==> config.mk <==
export PLATFORM = sky130hd
export DESIGN_NAME = tns_queue
export DESIGN_NICKNAME = d
export VERILOG_FILES = /design/src/sv/tns_pkg.sv /design/src/sv/tns_queue.sv
export SDC_FILE = /design/constraint.sdc
export NUM_CORES = 1
export LEC_CHECK = 0
export ABC_AREA = 0
export BUFFER_PORTS_ARGS = -buffer_cell sky130_fd_sc_hd__buf_4
export CELL_PAD_IN_SITES_DETAIL_PLACEMENT = 0
export CELL_PAD_IN_SITES_GLOBAL_PLACEMENT = 1
export CORE_AREA = 5 5 104 106
export DETAILED_ROUTE_END_ITERATION = 7
export DIE_AREA = 0 0 109 111
export MAX_ROUTING_LAYER = met4
export PLACE_DENSITY = 0.83
export SYNTH_ARGS = -nofsm -noshare
export SYNTH_HDL_FRONTEND = slang
export SYNTH_SLANG_ARGS = --single-unit
==> constraint.sdc <==
create_clock -name clock -period 5.5 [get_ports clock]
set_input_delay 0.55 -clock clock [delete_from_list [all_inputs] [get_ports clock]]
set_output_delay 0.55 -clock clock [all_outputs]
set_load 0.05 [all_outputs]
==> src/sv/tns_pkg.sv <==
// Package for the turbulence noise sampler: request, response and job types,
// register indexes and fixed constants. No dependencies.
`default_nettype none
package tns_pkg;

   localparam logic [0:0] CSR_START_SIZE   = 1'b0;
   localparam logic [0:0] CSR_OCTAVE_SHIFT = 1'b1;

   localparam logic ACTION_LOAD   = 1'b0;
   localparam logic ACTION_SAMPLE = 1'b1;

   localparam logic [4:0] START_SIZE_RESET   = 5'd13;
   localparam logic [4:0] OCTAVE_SHIFT_RESET = 5'd8;
   localparam logic [4:0] MAX_SIZE_LOG2      = 5'd20;

   localparam int ACC_W  = 57;
   localparam int PROD_W = 55;
   localparam int WGT_W  = 42;
   localparam int FRAC_W = 21;
   localparam int SCALE_SHIFT = 11;

   typedef struct packed {
      logic        action;
      logic [15:0] coord_x;
      logic [15:0] coord_y;
      logic [14:0] entry_value;
   } req_type;

   typedef struct packed {
      logic [26:0] turbulence_value;
      logic [7:0]  pixel_byte;
   } rsp_type;

   typedef struct packed {
      logic        is_load;
      logic [4:0]  s0;
      logic [4:0]  step;
      logic [15:0] x;
      logic [15:0] y;
      logic [14:0] value;
   } job_type;

   typedef struct packed {
      logic busy;
      logic sampling;
   } back_stat_type;

endpackage
`default_nettype wire

==> src/sv/tns_queue.sv <==
// Two-entry job queue between the front end and the back end.
// Depends on tns_pkg.
`default_nettype none
module tns_queue (
   input  wire logic              clock,
   input  wire logic              reset,
   input  wire logic              push,
   input  wire tns_pkg::job_type  push_job,
   output logic                   full,
   output logic                   nonempty,
   input  wire logic              pop,
   output tns_pkg::job_type       head
);
   tns_pkg::job_type slot_ff [2];
   logic       wr_ptr_ff, wr_ptr_in;
   logic       rd_ptr_ff, rd_ptr_in;
   logic [1:0] count_ff, count_in;

   assign full     = (count_ff == 2'd2);
   assign nonempty = (count_ff != 2'd0);
   assign head     = slot_ff[rd_ptr_ff];

   always_comb begin
      wr_ptr_in = push ? ~wr_ptr_ff : wr_ptr_ff;
      rd_ptr_in = pop ? ~rd_ptr_ff : rd_ptr_ff;
      count_in  = count_ff + {1'b0, push} - {1'b0, pop};
   end

   always_ff @(posedge clock) begin
      if (reset) begin
         wr_ptr_ff <= 1'b0;
         rd_ptr_ff <= 1'b0;
         count_ff  <= 2'd0;
      end else begin
         wr_ptr_ff <= wr_ptr_in;
         rd_ptr_ff <= rd_ptr_in;
         count_ff  <= count_in;
      end
      if (push) begin
         slot_ff[wr_ptr_ff] <= push_job;
      end
   end
endmodule
`default_nettype wire

==> impl_summary.txt, run 1 <==
----------------------------------------------------
[Clock network]
  Worst-skew pair later-pin latency ... 0.50 ns
  Hold-fix buffers at CTS ... 0
  CTS tree ... done
  Maximum root-to-sink buffer count ... 2
  TritonCTS Buffers ... 17
  Clock sink count ... 121
  CTS H-tree depth ... 4
  CTS root buf ... sky130_fd_sc_hd__clkbuf_8
  Total of cells resized after clock tree synthesis ... 0
  Post-CTS Setup Bufs ... 0
  Clock-pin slew on the worst setup and hold paths ... 0.06 ns

[Pwr]
  Areal power density over the cells ... 416 nW/µm²
  Worst supply voltage drop on vdd ... 0.215 mV
  Leakage ... 0.00233 µW

[Timing]
  Worst Skew ... 0.00634 ns
  Final max-slew violation count ... 0
  Setup repair after global routing missed its margin ... false
  Post-route minimum period ... 2.64 ns
  Setup tns final ... 0 ns
  Count of final setup violators ... 0
  Upper clock frequency limit ... 379 MHz
  Actual slew at the worst max-slew pin ... 0.902 ns
  Share of the clock period used by the worst path after layout ... 47.9%
  Final-report hold violation count ... 0
  Worst rel slew slack ... 39.9%

[Setup path]
  Endpoint of the worst register-to-register path ... slot_ff[1][37]
  Highest net fanout along the worst path ... 58
  Logic depth of the worst register-to-register path ... 2
  Critical path start-end classification ... reg -> out
  Critical Path End Type ... output port
  Startpoint kind of the worst setup timing path ... register
  Setup slack, reg-to-reg ... 3.92 ns
  Arrival time at the worst endpoint ... 2.09 ns
  Launch point of the worst reg-to-reg path ... wr_ptr_ff
  Data required time at the worst endpoint ... 4.95 ns

[Outcome]
  Outcome ... completed

[Detailed routing]
  Count of TritonRoute iterations in the first routing pass ... 4
  Routed length per instance ... 16.8 µm
  Overall via count from detail_route ... 2230
  Total Routed Length ... 8090 µm
  First-iteration detailed-routing DRC count ... 63
  Number of remaining DRC errors ... 0
  Antenna-violating nets left ... 0
  Via density per instance ... 4.64

[Global routing]
  Maximum number of pins on one net before global-route repair ... 59
  First-pass GRT wire length ... 12800 µm
  Vias in the first global route ... 2594
  Initial antenna violation count ... 0
  Overflow left after global routing ... 0
  Global Route Usage Sum ... 14.6%

[Floorplanning]
  Die height ... 111 µm
  Initial Util ... 46.3%
  Overall die area ... 12100 µm²
  Area of the core region ... 9680 µm²
  Number of primary I/O pins ... 122
  Number of placement rows ... 36
  Horiz. Die Dim ... 109 µm

[Synth]
  Post-Syn Instances ... 201
  Yosys top cell area share ... 77.8%
  Cell types with the largest area share after synthesis ... sky130_fd_sc_hd__edfxtp_1 78%, sky130_fd_sc_hd__mux2_2 9.6%, sky130_fd_sc_hd__mux2_4 6.7%
  Dominant register cell in the synthesized netlist ... sky130_fd_sc_hd__edfxtp_1
  Synth top cells by count ... 116 x sky130_fd_sc_hd__edfxtp_1, 38 x sky130_fd_sc_hd__mux2_2, 20 x sky130_fd_sc_hd__mux2_4
  Async S/R FF share, synth ... 0%
  Ys Warns ... 0
  Count of flip-flops with a built-in enable after synthesis ... 116
  Seq cells post-synth ... 121
  Number of distinct standard cells referenced by the synthesized netlist ... 14
  Average cell area after synthesis ... 22.3 µm²
  Most common cell in the synthesized netlist ... sky130_fd_sc_hd__edfxtp_1
  Syn Nets ... 265
  Cell type with the largest total area after synthesis ... sky130_fd_sc_hd__edfxtp_1
  Sequential element share of the synthesized area ... 80.0%
  Syn Std Cell Area ... 4480 µm²

[Final layout]
  Final core utilization ... 62.6%
  Layout cell share with drive strength beyond 1 ... 60.1%
  Count of inserted antenna diode cells ... 0
  Total Nets Final ... 401
  Layout overhead on the synthesized area ... 35.3%

[Min path]
  Worst hold path class ... in -> reg
  Number of cells traversed by the worst hold path ... 1
  Hold Path End ... slot_ff[1][7]
  Start point of the worst min-delay path ... push_job[7]

[Flow run]
  Count of maximum capacitance violations ... 0

[Place]
  Number of buffer cells added on primary ports ... 121
  HPWL reported at the end of detailed placement ... 5030 µm
  Final GP Congestion ... 0.706

----------------------------------------------------
[cell type report]
class                      instances  area, µm²
tap                              133        166
clock buffer                      19        422
sequential                       121       3590
fill                             708       3620
multi-input combinational         72        848
inverter                           2       7.51
timing repair buffer             123        923
clock inverter                    11        108
[per-layer routing]
metal	track usage, %	routed length [µm]	vias to the layer above	part of all wire, %
met1	16.1	3210	1088	40
met3	5.47	591	7	7.3
li1	-	-	1055	-
met5	-	0	-	0
met4	5.56	87	0	1.1
met2	23.9	4190	80	52
[stage by stage]
stage | instances | worst slack, ns | instance area, µm² | total power (µW) | hold slack (ns)
2_1_floorplan | 201 | 1.91 | 4480 | 1420 | 0.480
3_3_place_gp | 451 | 3.36 | 5530 | 1550 | 0.493
3_5_place_dp | 451 | 3.36 | 5530 | 1560 | 0.503
4_1_cts | 481 | 2.80 | 6060 | 2550 | 0.205
5_1_grt | 481 | 2.76 | 6060 | 2620 | 0.198
6_report | 481 | 2.86 | 6060 | 2520 | 0.235
[cells by family (layout without fill, tap and decap cells)]
| logic type | count (synthesis) | count (layout) | synth area share, % |
|---|---|---|---|
| muxes | 58 | 58 | 16.3 |
| xor gates and xnor gates | 3 | 3 | 0.894 |
| DFF | 121 | 121 | 80.0 |
| and+or+nand+nor | 9 | 9 | 1.03 |
| adders and majority gates | 2 | 2 | 0.559 |
| buffers and inverters | 8 | 155 | 1.26 |
[cells in the final DEF, fill, tap and decap left out, types with 3 or more instances in the layout]
cell / count
sky130_fd_sc_hd__mux2_4: 20
sky130_fd_sc_hd__buf_4: 123
sky130_fd_sc_hd__edfxtp_1: 116
sky130_fd_sc_hd__clkinvlp_4: 3
sky130_fd_sc_hd__dfxtp_1: 4
sky130_fd_sc_hd__clkinv_1: 4
sky130_fd_sc_hd__nor2_1: 4
sky130_fd_sc_hd__clkbuf_16: 16
sky130_fd_sc_hd__mux2_2: 38
[registers in the layout, indices dropped and copies added (netlist names), named ones only]
| register | count |
|---|---|
| slot_ff | 116 |
| count_ff | 2 |
| wr_ptr_ff | 1 |
| rd_ptr_ff | 1 |
[where the power goes]
| group | switching, µW | internal, µW |
|---|---|---|
| clock | 354 | 629 |
| combinational | 262 | 163 |
| sequential | 34.2 | 1080 |
| total | 650 | 1870 |
[worst max-delay path: stages, from the launching register on]
cell                      delay [ns]
sky130_fd_sc_hd__dfxtp_4        0.94
sky130_fd_sc_hd__mux2_2         0.42
sky130_fd_sc_hd__buf_4          0.19
[how the worst max path moves through the flow]
stage	from	slack, ns	to	depth (start not counted)
after global routing	register	2.76	head[5]	2
after CTS	register	2.80	head[18]	2
final	register	2.86	head[2]	2
after global placement	register	3.36	head[5]	2
after detailed placement	register	3.36	head[22]	2
after floorplan	push	1.91	slot_ff[0][0]	1
Note: power is estimated with default switching activity, not from simulation.
==> run 2: changes to the inputs <==
- ABC_AREA: 0 -> 1
- CORE_AREA: 5 5 104 106 -> 5 5 107 109
- DIE_AREA: 0 0 109 111 -> 0 0 112 114
- PLACE_DENSITY: 0.83 -> 0.79
- clock period: 5.5 -> 2.6 ns (I/O delays scaled with it)
==> run 2 against run 1 <==
  * Critical endpoint is now head[11]
  * Core utilization rose by 2.2 points
  * Clock power grew 150%
  * Clock skew fell by 0.0015 ns
  * Highest routed layer unchanged
  * Total power grew 120%
  * Global-route usage shrank 0.50 points
  * Synthesized cell count up 5.0%
==> impl_summary.txt, run 2 <==
----------------------------------------------------
[Final layout]
  Number of flip-flops under the largest register name ... 116
  Largest Register ... slot_ff
  Count of inserted antenna diode cells ... 0
  Layout cell share with drive strength beyond 1 ... 51.2%
  Most common library cell in the layout ignoring fill and taps ... sky130_fd_sc_hd__buf_4
  Total Nets Final ... 473
  Registers with the most flip-flops ... slot_ff x116, count_ff x2
  Number of filler instances in the final layout ... 707
  Commonest non-fill, non-tap cells in the layout ... 124 x sky130_fd_sc_hd__buf_4, 116 x sky130_fd_sc_hd__edfxtp_1, 59 x sky130_fd_sc_hd__dlygate4sd3_1, 38 x sky130_fd_sc_hd__mux2_2, 20 x sky130_fd_sc_hd__mux2_4
  Finished Layout Cells ... 562
  Layout overhead on the synthesized area ... 51.8%

[Synth]
  Yosys top cell area share ... 77.7%
  Number of distinct standard cells referenced by the synthesized netlist ... 14
  Dominant register cell in the synthesized netlist ... sky130_fd_sc_hd__edfxtp_1
  Ys Warns ... 0
  Synth top cells by count ... 116 x sky130_fd_sc_hd__edfxtp_1, 38 x sky130_fd_sc_hd__mux2_2, 20 x sky130_fd_sc_hd__mux2_4
  Cell types with the largest area share after synthesis ... sky130_fd_sc_hd__edfxtp_1 78%, sky130_fd_sc_hd__mux2_2 9.5%, sky130_fd_sc_hd__mux2_4 6.7%
  Syn Std Cell Area ... 4480 µm²
  Sequential element share of the synthesized area ... 79.9%
  Async S/R FF share, synth ... 0%
  Post-Syn Instances ... 211
  Most common cell in the synthesized netlist ... sky130_fd_sc_hd__edfxtp_1
  Count of flip-flops with a built-in enable after synthesis ... 116
  Average cell area after synthesis ... 21.3 µm²
  Cell type with the largest total area after synthesis ... sky130_fd_sc_hd__edfxtp_1
  Seq cells post-synth ... 121
  Syn Nets ... 275

[Detailed routing]
  Total Routed Length ... 8370 µm
  Antenna-violating nets left ... 0
  Via density per instance ... 4.48
  First-iteration detailed-routing DRC count ... 58
  Overall via count from detail_route ... 2516
  Count of TritonRoute iterations in the first routing pass ... 4
  Routed length per instance ... 14.9 µm
  Number of remaining DRC errors ... 0

[Pwr]
  Share of power burned in combinational logic ... 16.4%
  Sequential power share ... 40.7%
  Proportion of power drawn by the clock network ... 42.9%
  Leakage ... 0.00267 µW
  Switching Power ... 1380 µW
  Worst supply voltage drop on vdd ... 0.445 mV
  Sw Ratio ... 24.4%
  Areal power density over the cells ... 831 nW/µm²
  Internal power contribution ... 4270 µW
  Power after layout ... 5650 µW

[Global routing]
  First-pass GRT wire length ... 13300 µm
  Vias in the first global route ... 2680
  Overflow left after global routing ... 0
  Global Route Usage Sum ... 14.1%
  Maximum number of pins on one net before global-route repair ... 36
  Initial antenna violation count ... 0

[Clock network]
  CTS root buf ... sky130_fd_sc_hd__clkbuf_8
  Maximum root-to-sink buffer count ... 2
  CTS H-tree depth ... 4
  Hold-fix buffers at CTS ... 59
  Total of cells resized after clock tree synthesis ... 0
  Worst-skew pair later-pin latency ... 0.50 ns
  Clock sink count ... 121
  TritonCTS Buffers ... 17
  Clock-pin slew on the worst setup and hold paths ... 0.05 ns
  CTS tree ... done
  Post-CTS Setup Bufs ... 0

[Timing]
  Share of the clock period used by the worst path after layout ... 85.6%
  Setup tns final ... 0 ns
  Final max-slew violation count ... 0
  Actual slew at the worst max-slew pin ... 0.533 ns
  Setup WS post-layout ... 0.374 ns
  Post-route minimum period ... 2.23 ns
  Worst Skew ... 0.00480 ns
  Final-report hold violation count ... 0
  Upper clock frequency limit ... 449 MHz
  Setup repair after global routing missed its margin ... false
  Worst rel slew slack ... 64.4%
  Count of final setup violators ... 0

[Setup path]
  Launch point of the worst reg-to-reg path ... wr_ptr_ff
  Endpoint of the worst register-to-register path ... slot_ff[1][45]
  Buffering stage count on the worst path with inverters included ... 2
  Startpoint kind of the worst setup timing path ... register
  Standard cell with the maximum stage delay on the critical path ... sky130_fd_sc_hd__dfxtp_4
  Logic depth of the worst register-to-register path ... 3
  Largest stage delay on the critical path ... 0.59 ns
  Crit-path leading delay family ... flip-flops
  Setup slack, reg-to-reg ... 1.08 ns
  Cells along the critical path ... buf_12 -> mux2_2 -> buf_4
  Data required time at the worst endpoint ... 2.34 ns
  Arrival time at the worst endpoint ... 1.97 ns
  Critical Path End Type ... output port
  Critical path start-end classification ... reg -> out
  Highest net fanout along the worst path ... 31

[Min path]
  Number of cells traversed by the worst hold path ... 3
  Worst hold path class ... in -> reg
  Start point of the worst min-delay path ... pop

[Place]
  Number of buffer cells added on primary ports ... 121
  HPWL reported at the end of detailed placement ... 5200 µm
  Number of placed instances, taps included ... 471
  Worst slack after detailed placement ... 0.868 ns
  Final GP Congestion ... 0.728

[Floorplanning]
  Initial Util ... 42.7%
  Overall die area ... 12800 µm²
  Area of the core region ... 10500 µm²
  Horiz. Die Dim ... 112 µm
  Die height ... 114 µm
  Number of placement rows ... 38
  Number of primary I/O pins ... 122

[Outcome]
  Outcome ... completed

[Flow run]
  Count of maximum capacitance violations ... 0

----------------------------------------------------
## run 2: cell families (layout without fill, tap and decap cells)
group,count (synthesis),count (layout),synth area share (%)
and+or+nand+nor,14,14,1.23
muxes,58,58,16.2
xor gates and xnor gates,1,1,0.195
adders and majority gates,2,2,0.558
AOI/OAI and AO/OA,1,1,0.112
DFF,121,121,79.9
buffers and inverters,14,225,1.76
## run 2: worst max-delay path by stage
stage | slack (ns) | end | start | depth (start not counted)
5_1_grt | 0.28 | head[11] | register | 3
2_1_floorplan | 0.34 | slot_ff[0][0] | wr_ptr_ff | 1
6_report | 0.37 | head[11] | register | 3
4_1_cts | 0.32 | head[22] | register | 3
3_3_place_gp | 0.88 | head[57] | register | 3
3_5_place_dp | 0.87 | head[22] | register | 3
## run 2: area by class of cell
cell class	instances	area (µm²)	share of cell area (%)
clock inverters	14	204	3.00
repair buffers	185	1560	22.9
well taps	140	175	2.57
clock buffers	18	418	6.14
multi-input cells	76	830	12.2
flip-flops and latches	121	3590	52.7
inverters	8	30.0	0.441
## run 2: worst min-delay path, stage by stage
cell	delay, ns
sky130_fd_sc_hd__buf_4	0.09
sky130_fd_sc_hd__xnor2_1	0.07
sky130_fd_sc_hd__nor2_1	0.07
## run 2: layer usage
metal	GRT usage, %	up-vias	routed length, µm
met4	5.05	0	75
met3	5.62	8	508
met5	-	-	0
met2	22.9	79	4310
met1	16.0	1218	3480
li1	-	1211	-
## run 2: power by group through the flow
| stage | clock network (µW) | logic [µW] | registers, µW |
|---|---|---|---|
| after floorplan | 0 | 601 | 2320 |
| final | 2430 | 927 | 2300 |
| after detailed placement | 0 | 861 | 2340 |
| after global placement | 0 | 853 | 2340 |
| after CTS | 2470 | 935 | 2300 |
| after global routing | 2570 | 979 | 2310 |
## run 2: metrics by stage
step           util [%]  hold WS (ns)  area (µm²)
3_3_place_gp       53.2         0.445        5590
2_1_floorplan         -         0.331        4490
3_5_place_dp       53.2         0.447        5590
4_1_cts            64.8       0.00997        6810
6_report           64.8        0.0431        6810
5_1_grt            64.8        0.0300        6810
