`config.mk`:
```
export PLATFORM = sky130hd
export DESIGN_NAME = tns_front
export DESIGN_NICKNAME = d
export VERILOG_FILES = /design/src/sv/tns_pkg.sv /design/src/sv/tns_front.sv
export SDC_FILE = /design/constraint.sdc
export NUM_CORES = 1
export LEC_CHECK = 0
export ABC_AREA = 1
export BUFFER_PORTS_ARGS = -buffer_cell sky130_fd_sc_hd__buf_4
export CORE_MARGIN = 3
export CORE_UTILIZATION = 30
export CTS_CLUSTER_SIZE = 16
export DETAILED_ROUTE_END_ITERATION = 8
export GPL_TIMING_DRIVEN = 1
export PLACE_DENSITY = 0.8
export SLEW_MARGIN = 20
export SYNTH_ARGS = -nofsm -noshare
export SYNTH_HDL_FRONTEND = slang
export SYNTH_SLANG_ARGS = --single-unit
export TNS_END_PERCENT = 10
```
`constraint.sdc`:
```
create_clock -name clock -period 0.87 [get_ports clock]
set_input_delay 0.0435 -clock clock [delete_from_list [all_inputs] [get_ports clock]]
set_output_delay 0.0435 -clock clock [all_outputs]
set_load 0.02 [all_outputs]
```
`src/sv/tns_pkg.sv`:
```
// Package for the turbulence noise sampler: request, response and job types,
// register indexes and fixed constants. No dependencies.
`default_nettype none
package tns_pkg;

   localparam logic [0:0] CSR_START_SIZE   = 1'b0;
   localparam logic [0:0] CSR_OCTAVE_SHIFT = 1'b1;

   localparam logic ACTION_LOAD   = 1'b0;
   localparam logic ACTION_SAMPLE = 1'b1;

   localparam logic [4:0] START_SIZE_RESET   = 5'd13;
   localparam logic [4:0] OCTAVE_SHIFT_RESET = 5'd8;
   localparam logic [4:0] MAX_SIZE_LOG2      = 5'd20;

   localparam int ACC_W  = 57;
   localparam int PROD_W = 55;
   localparam int WGT_W  = 42;
   localparam int FRAC_W = 21;
   localparam int SCALE_SHIFT = 11;

   typedef struct packed {
      logic        action;
      logic [15:0] coord_x;
      logic [15:0] coord_y;
      logic [14:0] entry_value;
   } req_type;

   typedef struct packed {
      logic [26:0] turbulence_value;
      logic [7:0]  pixel_byte;
   } rsp_type;

   typedef struct packed {
      logic        is_load;
      logic [4:0]  s0;
      logic [4:0]  step;
      logic [15:0] x;
      logic [15:0] y;
      logic [14:0] value;
   } job_type;

   typedef struct packed {
      logic busy;
      logic sampling;
   } back_stat_type;

endpackage
`default_nettype wire

```
`src/sv/tns_front.sv`:
```
// Front end: holds the configuration registers and turns each request into a job.
// Depends on tns_pkg.
`default_nettype none
module tns_front (
   input  wire logic              clock,
   input  wire logic              reset,
   input  wire logic              csr_write_en,
   input  wire logic [0:0]        csr_index,
   input  wire logic [4:0]        csr_wdata,
   input  wire tns_pkg::req_type  req_data,
   output tns_pkg::job_type       job
);
   logic [4:0] start_ff, start_in;
   logic [4:0] shift_ff, shift_in;

   always_comb begin
      start_in = start_ff;
      shift_in = shift_ff;
      if (csr_write_en) begin
         case (csr_index)
            tns_pkg::CSR_START_SIZE:   start_in = csr_wdata;
            tns_pkg::CSR_OCTAVE_SHIFT: shift_in = csr_wdata;
            default: ;
         endcase
      end
   end

   always_ff @(posedge clock) begin
      if (reset) begin
         start_ff <= tns_pkg::START_SIZE_RESET;
         shift_ff <= tns_pkg::OCTAVE_SHIFT_RESET;
      end else begin
         start_ff <= start_in;
         shift_ff <= shift_in;
      end
   end

   always_comb begin
      job.is_load = (req_data.action == tns_pkg::ACTION_LOAD);
      job.s0      = (start_ff > tns_pkg::MAX_SIZE_LOG2) ? tns_pkg::MAX_SIZE_LOG2 : start_ff;
      job.step    = (shift_ff == 5'd0) ? 5'd1 : shift_ff;
      job.x       = req_data.coord_x;
      job.y       = req_data.coord_y;
      job.value   = req_data.entry_value;
   end
endmodule
`default_nettype wire

```
==> impl_metrics.py, run 1 <==
metrics = {
    "clock_network": {
        "numCtsBuffers": 3,
        "cts_tree": "done",
        "cts_root_buf": "clkbuf_4",
        "clkLatencyLatePin_ns": 0.27,
        "post_cts_buffers": 0,
        "clkSlewWorstSetupHoldPaths_ns": 0.06,
        "clkSinkCount": 10,
        "htreeDepth": 1,
        "clk_path_buf_depth": 2,
    },
    "timing": {
        "worst_slew_pin_slew_ns": 0.251,
        "period_needed_ns": 1.25,
        "hold_violations": 0,
        "min_period_over_period": 1.43,
        "max_freq_ghz": 0.801,
        "slew_headroom": 0.832,
        "report.final.slew_viol_count": 0,
        "setup_ws_ns": -0.378,
        "clock_skew_ns": 0,
        "rsz0062_at_grt": "true",
        "fin_tns_setup_ns": -1.61,
        "finalSetupViolations": 6,
    },
    "die": {
        "start_util": 0.320,
        "core_area_um2": 2520,
        "rows": 18,
        "dieHeight_um": 57.9,
        "io_pins": 115,
        "die_w_um": 57.9,
        "die_area_um2": 3350,
    },
    "placed_design": {
        "dp_hpwl_um": 1750,
        "place_ws_ns": -0.119,
        "place.gp.congestion": 0.718,
        "port_buffers": 20,
        "dpl-instance-area_um2": 712,
    },
    "synthesis": {
        "yosysSeqAreaShare": 0.248,
        "syn_area_um2": 808,
        "ys_warn_count": 0,
        "post_synth_num_cell_types": 15,
        "ys_ff_latch": 10,
        "synth_nets": 171,
        "syn_avg_cell_area_um2": 7.09,
        "syn_inst": 114,
    },
    "grt": {
        "grt_pass1_wl_um": 3010,
        "grt.total_usage": 0.121,
        "grt_pass1_vias": 592,
        "grt_max_degree": 11,
        "antenna_found_initial": 0,
        "gr-total-overflow": 0,
    },
    "routing": {
        "drc": 0,
        "avgRoutedWirePerCell_um": 17.0,
        "ant_nets": 0,
        "vias": 556,
        "totalWireLength_um": 2040,
        "viasPerCell": 4.63,
        "drt_iter0_markers": 17,
        "firstDrtPassIters": 4,
    },
    "finish": {
        "drive_gt1_frac": 0.478,
        "final_common_cell": "buf_4",
        "stdcell_area_um2": 790,
        "nFillCells": 273,
        "finish.net_count": 148,
        "multi_input_area_um2": 264,
        "mostFrequentLayoutCells": "17 x buf_4, 12 x nor2_1, 9 x nand2_1",
        "insertedDiodeCount": 0,
        "synthToLayoutAreaGrowth_pct": -2.32,
        "ff_latch_area_um2": 208,
    },
    "setup_path": {
        "required_ns": 0.83,
        "cp_num_buf_inv": 2,
        "worst-path-max-fanout": 4,
        "crit_arrival_ns": 1.20,
        "path_class": "reg -> out",
        "endpoint_kind": "output pin",
        "crit_path_start_kind": "flip-flop",
        "crit_chain": "inv_2 -> nor2_4 -> nand3_4 -> a21oi_4 -> buf_6",
        "crit_slowest_cell": "dfxtp_2",
        "critical_path.top_delay_family": "flip-flops",
        "cpPeakStageDelay_ns": 0.35,
    },
    "power": {
        "leakage_nw": 0.358,
        "vdd_drop_max_mv": 0.608,
        "power_density_nw_per_um2": 1600,
    },
    "min_path": {
        "hold_path.class": "in -> reg",
    },
    "run_status": {
        "run_status": "complete, but fails checks",
        "violations": "negative setup slack",
    },
    "job": {
        "maxCapViolations": 0,
    },
}
area by class of cell:
cell class	instances	share of cell area
Clock buffer	4	0.0460
Inverter	10	0.0491
Multi-Input combinational cell	42	0.334
Sequential cell	10	0.263
Tap cell	30	0.0475
Timing Repair Buffer	24	0.260
state kept, by name, indices dropped and copies added (netlist names):
| signal | flops |
|---|---|
| shift_ff | 5 |
| start_ff | 5 |
final timing paths:
path                       startpoint                        to  slack (ns)  depth (start not counted)
max          start_ff[2]$_SDFFE_PP1P_                   job[55]       -0.38                          5
min                      csr_wdata[0]  start_ff[0]$_SDFFE_PP1P_        0.02                          3
max reg2reg  start_ff[2]$_SDFFE_PP1P_  start_ff[2]$_SDFFE_PP1P_        0.07                          3
min reg2reg  shift_ff[0]$_SDFFE_PP0P_  shift_ff[0]$_SDFFE_PP0P_        0.47                          2
what timing repair did:
| item | CTS | global route |
|---|---|---|
| hold buffers | 1 | 0 |
| pin swaps | 3 | 1 |
| endpoints found under the setup margin | 6 | 6 |
| resized for setup | 10 | 1 |
| hold endpoints to repair | 1 | 0 |
| cloned | 0 | 0 |
Yosys cell counts, drive strengths merged:
cell type   n  share of area
a21oi       4          0.025
clkinv      2          0.011
nand3       2          0.012
o211ai      3          0.028
clkbuf      5          0.023
buf        47           0.44
inv         8          0.037
o21a        1         0.0093
nand2      11          0.054
dfxtp      10           0.25
nor2       15          0.079
o21ai       6          0.037
where the power goes:
part / leakage, nW / total (mW) / internal, mW / switching [mW]
Combinational: 0.254 / 0.321 / 0.155 / 0.166
Sequential: 0.0830 / 0.518 / 0.490 / 0.0279
Clock: 0.0210 / 0.424 / 0.254 / 0.169
cells by family (layout without fill, tap and decap cells):
group	after synthesis	after routing	share of synthesized area
flip-flops	10	10	0.248
AND/OR/NAND/NOR	28	28	0.146
buffers and inverters	62	38	0.508
AO/OA/AOI/OAI	14	14	0.0991
per-stage QoR:
| step | hold slack, ns | utilization | total power [mW] | std cells |
|---|---|---|---|---|
| final | 0.0231 | 0.313 | 1.26 | 120 |
| after detailed placement | 0.0871 | 0.282 | 0.824 | 115 |
| after global placement | 0.0871 | 0.282 | 0.814 | 115 |
| after CTS | 0.0243 | 0.312 | 1.26 | 120 |
| after floorplan | 0.157 | - | 1.01 | 114 |
| after global routing | 0.0275 | 0.313 | 1.31 | 120 |
tightest hold or removal path, delay by kind of cell:
family | cells | cell delay [ns]
and+or+nand+nor | 1 | 0.05
buffers and inverters | 1 | 0.09
AOI/OAI and AO/OA | 1 | 0.07
routing by layer:
metal | vias up | part of all wire | GRT usage
li1 | 252 | - | -
met1 | 237 | 0.23 | 0.0801
met2 | 52 | 0.58 | 0.231
met3 | 15 | 0.15 | 0.0802
met4 | 0 | 0.048 | 0.0828
met5 | - | 0 | 0
Power figures use the tool's default switching activity.
==> inputs of run 2 (changes only) <==
TNS_END_PERCENT = 100   (was 10)
==> impl_metrics.py, run 2 (same netlist as run 1, synthesis figures left out) <==
metrics = {
    "routing": {
        "firstDrtPassIters": 4,
        "viasPerCell": 4.70,
        "vias": 592,
        "avgRoutedWirePerCell_um": 17.3,
        "totalWireLength_um": 2180,
        "drc": 0,
        "ant_nets": 0,
        "drt_iter0_markers": 8,
    },
    "finish": {
        "finish.net_count": 154,
        "layout.cells.non_filler": 126,
        "reg_top3": "shift_ff (5), start_ff (5)",
        "mostFrequentLayoutCells": "15 x buf_6, 14 x buf_4, 11 x nor2_1",
        "nFillCells": 252,
        "synthToLayoutAreaGrowth_pct": 9.13,
        "final_common_cell": "buf_6",
        "drive_gt1_frac": 0.563,
        "insertedDiodeCount": 0,
    },
    "setup_path": {
        "critPathLaunch": "start_ff[2]$_SDFFE_PP1P_",
        "worst-path-max-fanout": 4,
        "crit_arrival_ns": 1.20,
        "cp-endpoint": "job[55]",
        "path_class": "reg -> out",
        "endpoint_kind": "output pin",
        "required_ns": 0.83,
        "ff2ff_setup_slack_ns": 0.06,
        "rr_worst_depth": 4,
        "rr_startpoint": "shift_ff[1]$_SDFFE_PP0P_",
        "timing.rr.end": "shift_ff[1]$_SDFFE_PP0P_",
        "crit_path_start_kind": "flip-flop",
    },
    "power": {
        "total_power_mw": 1.32,
        "vdd_drop_max_mv": 0.605,
        "leakage_nw": 0.399,
        "power_density_nw_per_um2": 1500,
    },
    "placed_design": {
        "port_buffers": 20,
        "dp_hpwl_um": 1750,
        "place.gp.congestion": 0.718,
        "place_inst": 115,
    },
    "die": {
        "die_area_um2": 3350,
        "rows": 18,
        "dieHeight_um": 57.9,
        "start_util": 0.320,
        "io_pins": 115,
        "die_w_um": 57.9,
        "core_area_um2": 2520,
    },
    "timing": {
        "setup_ws_ns": -0.376,
        "clock_skew_ns": 0,
        "period_needed_ns": 1.25,
        "max_freq_ghz": 0.803,
        "finalSetupViolations": 8,
        "hold_violations": 0,
        "slew_headroom": 0.826,
        "min_period_over_period": 1.43,
        "rsz0062_at_grt": "true",
        "report.final.slew_viol_count": 0,
        "worst_slew_pin_slew_ns": 0.260,
    },
    "clock_network": {
        "clkSlewWorstSetupHoldPaths_ns": 0.06,
        "clk_path_buf_depth": 2,
        "cts_root_buf": "clkbuf_4",
        "htreeDepth": 1,
        "clkSinkCount": 10,
        "numCtsBuffers": 3,
        "cts_tree": "done",
        "clkLatencyLatePin_ns": 0.27,
    },
    "run_status": {
        "run_status": "complete, but fails checks",
        "violations": "negative setup slack",
    },
    "grt": {
        "grt_pass1_wl_um": 3310,
        "antenna_found_initial": 0,
        "grt.total_usage": 0.132,
        "grt_pass1_vias": 642,
        "gr-total-overflow": 0,
        "grt_max_degree": 11,
    },
    "min_path": {
        "hold_path.class": "in -> reg",
    },
    "job": {
        "maxCapViolations": 0,
    },
}
[run 2: worst max-delay path, cell delays in order (launching register included)]
cell and delay [ns]:
dfxtp_2 0.35, inv_2 0.05, nor2_4 0.10, nand3_4 0.13, a21oi_4 0.17, buf_6 0.13
[run 2: metal layers]
layer	routed length, um	GRT usage	vias up
met5	0	0	-
met4	89	0.0828	0
met1	541	0.0991	259
li1	-	-	267
met3	312	0.0802	14
met2	1230	0.245	52
[run 2: worst min-delay path by stage]
| stage | end | start | cells after the start |
|---|---|---|---|
| 2_1_floorplan | shift_ff[3]$_SDFFE_PP1P_ | csr_wdata[3] | 2 |
| 3_3_place_gp | job[10] | req_data[10] | 0 |
| 3_5_place_dp | job[10] | req_data[10] | 0 |
| 4_1_cts | start_ff[0]$_SDFFE_PP1P_ | csr_wdata[0] | 3 |
| 5_1_grt | start_ff[0]$_SDFFE_PP1P_ | csr_wdata[0] | 3 |
| 6_report | start_ff[0]$_SDFFE_PP1P_ | csr_wdata[0] | 3 |
[run 2: power breakdown]
| group | total [mW] | leakage [nW] | internal (mW) | switching (mW) |
|---|---|---|---|---|
| clock | 0.423 | 0.0210 | 0.254 | 0.169 |
| sequential | 0.523 | 0.0834 | 0.492 | 0.0308 |
| combinational | 0.378 | 0.294 | 0.196 | 0.182 |
| total | 1.32 | 0.399 | 0.942 | 0.382 |
[run 2: what timing repair did]
| item | in CTS | in global routing |
|---|---|---|
| endpoints found under the hold margin | 1 | 0 |
| setup buffers | 5 | 2 |
| setup endpoints to repair | 6 | 11 |
| pin swaps | 8 | 5 |
| hold buffers | 1 | 0 |
| resized for setup | 23 | 3 |
| cloned | 0 | 0 |
[run 2: cell type report]
type	instances	area, um2	share of cell area
tap	30	37.5	0.0426
inverter	10	38.8	0.0440
multi-input combinational	42	274	0.311
clock buffer	4	36.3	0.0411
sequential	10	211	0.240
timing repair buffer	30	284	0.322
[run 2: through the flow]
step	util	hold WS [ns]	setup WS, ns	cell area (um2)	TNS (ns)
final	0.350	0.0263	-0.376	882	-1.61
after global routing	0.350	0.0275	-0.418	882	-1.91
after CTS	0.344	0.0243	-0.397	867	-1.63
after detailed placement	0.282	0.0871	-0.119	712	-0.461
after global placement	0.282	0.0871	-0.0677	712	-0.229
after floorplan	-	0.157	0.00104	873	0
==> inputs of run 3 (changes only) <==
CORE_UTILIZATION = 27   (was 30)
PLACE_DENSITY = 0.76   (was 0.8)
SLEW_MARGIN = default   (was 20)
clock period = 1 ns   (was 0.87 ns; I/O delays follow)
==> impl_metrics.py, run 3 (same netlist as run 1, synthesis figures left out) <==
metrics = {
    "placed_design": {
        "port_buffers": 20,
        "dpl-instance-area_um2": 626,
        "dp_hpwl_um": 1050,
        "place.gp.congestion": 0.704,
    },
    "clock_network": {
        "cts_root_buf": "clkbuf_4",
        "post_cts_buffers": 0,
        "clk_path_buf_depth": 2,
        "clkSlewWorstSetupHoldPaths_ns": 0.07,
        "clkSinkCount": 10,
        "htreeDepth": 1,
        "cts_tree": "done",
        "numCtsBuffers": 3,
        "clkLatencyLatePin_ns": 0.27,
    },
    "die": {
        "start_util": 0.288,
        "io_pins": 115,
        "core_area_um2": 2810,
        "die_w_um": 60.7,
        "dieHeight_um": 60.7,
        "die_area_um2": 3690,
        "rows": 19,
    },
    "finish": {
        "nFillCells": 307,
        "synthToLayoutAreaGrowth_pct": -9.60,
        "insertedDiodeCount": 0,
        "multi_input_area_um2": 240,
        "reg_top3": "shift_ff (5), start_ff (5)",
        "stdcell_area_um2": 731,
        "mostFrequentLayoutCells": "18 x buf_4, 11 x nor2_1, 10 x nand2_1",
        "ff_latch_area_um2": 209,
        "drive_gt1_frac": 0.494,
        "finish.net_count": 145,
        "final_common_cell": "buf_4",
    },
    "setup_path": {
        "critical_path.top_delay_family": "compound AO/OA/AOI/OAI gates",
        "path_class": "reg -> out",
        "crit_slowest_cell": "dfxtp_2",
        "rr_worst_depth": 2,
        "crit_path_start_kind": "flip-flop",
        "required_ns": 0.95,
        "worst-path-max-fanout": 4,
        "ff2ff_setup_slack_ns": 0.30,
        "rr_startpoint": "start_ff[0]$_SDFFE_PP1P_",
        "cp_num_buf_inv": 1,
        "timing.rr.end": "start_ff[0]$_SDFFE_PP1P_",
        "crit_arrival_ns": 1.14,
        "cpPeakStageDelay_ns": 0.34,
        "crit_chain": "o21a_2 -> a21oi_2 -> buf_4",
        "endpoint_kind": "output pin",
    },
    "power": {
        "switching_power_mw": 0.300,
        "switching_share": 0.283,
        "leakage_nw": 0.333,
        "power_density_nw_per_um2": 1450,
        "p_comb_frac": 0.224,
        "clockPowerShare": 0.348,
        "pwr-share-seq": 0.427,
        "total_power_mw": 1.06,
        "vdd_drop_max_mv": 0.333,
        "intPower_mw": 0.761,
    },
    "timing": {
        "slew_headroom": 0.843,
        "worst_slew_pin_slew_ns": 0.234,
        "fin_tns_setup_ns": -0.762,
        "rsz0062_at_grt": "true",
        "max_freq_ghz": 0.838,
        "hold_violations": 0,
        "period_needed_ns": 1.19,
        "setup_ws_ns": -0.194,
        "min_period_over_period": 1.19,
        "report.final.slew_viol_count": 0,
        "clock_skew_ns": 0,
        "finalSetupViolations": 4,
    },
    "grt": {
        "grt_use_met3": 0.0596,
        "grtUsageMet1": 0.0716,
        "grt_pass1_wl_um": 2100,
        "grt.total_usage": 0.0813,
        "use_met2": 0.104,
        "top_usage_layer": "met4",
        "grt_max_degree": 11,
        "grt_pass1_vias": 481,
        "gr-total-overflow": 0,
        "antenna_found_initial": 0,
    },
    "run_status": {
        "violations": "negative setup slack",
        "run_status": "complete, but fails checks",
    },
    "min_path": {
        "min_from": "csr_wdata[0]",
        "min_to": "start_ff[0]$_SDFFE_PP1P_",
        "hold-path-cell-count": 3,
        "hold_path.class": "in -> reg",
    },
    "routing": {
        "ant_nets": 0,
        "drt_iter0_markers": 3,
        "viasPerCell": 4.12,
        "drc": 0,
        "avgRoutedWirePerCell_um": 11.5,
        "totalWireLength_um": 1360,
        "firstDrtPassIters": 2,
        "vias": 486,
    },
    "job": {
        "maxCapViolations": 0,
    },
}
[run 3: cell count changes in the layout (fill, tap and decap cells not counted)]
cell,before,now
nand2_2,3,1
dfxtp_2,6,7
nand2_1,8,10
a21oi_4,3,0
a21oi_2,0,3
o21a_4,1,0
buf_6,15,2
o21a_2,0,1
buf_4,14,18
dfxtp_4,1,0
[run 3: per-stage QoR]
stage          hold slack (ns)  setup WS, ns  cells  utilization
2_1_floorplan            0.163        0.0299    114            -
3_3_place_gp             0.100        0.0918    113        0.223
3_5_place_dp             0.100        0.0658    113        0.223
4_1_cts                 0.0167        -0.194    118        0.247
5_1_grt                 0.0164        -0.280    118        0.260
6_report                0.0159        -0.194    118        0.260
[run 3: worst max-delay path by stage]
stage / to / from / cells past startpoint / slack, ns
2_1_floorplan: job[52] / start_ff[2]$_SDFFE_PP1P_ / 4 / 0.03
3_3_place_gp: job[52] / start_ff[2]$_SDFFE_PP1P_ / 5 / 0.09
3_5_place_dp: job[53] / start_ff[2]$_SDFFE_PP1P_ / 5 / 0.07
4_1_cts: job[53] / start_ff[1]$_SDFFE_PP0P_ / 4 / -0.19
5_1_grt: job[54] / start_ff[2]$_SDFFE_PP1P_ / 6 / -0.28
6_report: job[53] / start_ff[3]$_SDFFE_PP1P_ / 3 / -0.19
[run 3: power by group through the flow]
stage	clock network [mW]	logic (mW)	registers (mW)
3_5_place_dp	0	0.217	0.452
5_1_grt	0.413	0.262	0.458
2_1_floorplan	0	0.400	0.447
4_1_cts	0.381	0.227	0.446
6_report	0.370	0.238	0.453
3_3_place_gp	0	0.215	0.451
[run 3: timing repair]
action,4_1_cts,5_1_grt
hold endpoints to repair,1,0
pin swaps,3,4
hold buffers,1,0
endpoints found under the setup margin,4,5
gates resized for setup,9,12
[run 3: routing by layer]
| metal | wire, um | up-vias | part of all wire |
|---|---|---|---|
| li1 | - | 245 | - |
| met1 | 516 | 202 | 0.38 |
| met2 | 556 | 25 | 0.41 |
| met3 | 211 | 14 | 0.16 |
| met4 | 77 | 0 | 0.057 |
| met5 | 0 | - | 0 |
[run 3: final cells by class]
type / count / share of cell area
clock buffer: 4 / 0.0497
inverter: 10 / 0.0531
multi-input combinational: 42 / 0.329
sequential: 10 / 0.286
tap: 31 / 0.0531
timing repair buffer: 21 / 0.229
[run 3: tightest hold or removal path, stage by stage]
cell and delay (ns):
buf_4 0.09, nand2_1 0.04, o211ai_1 0.07
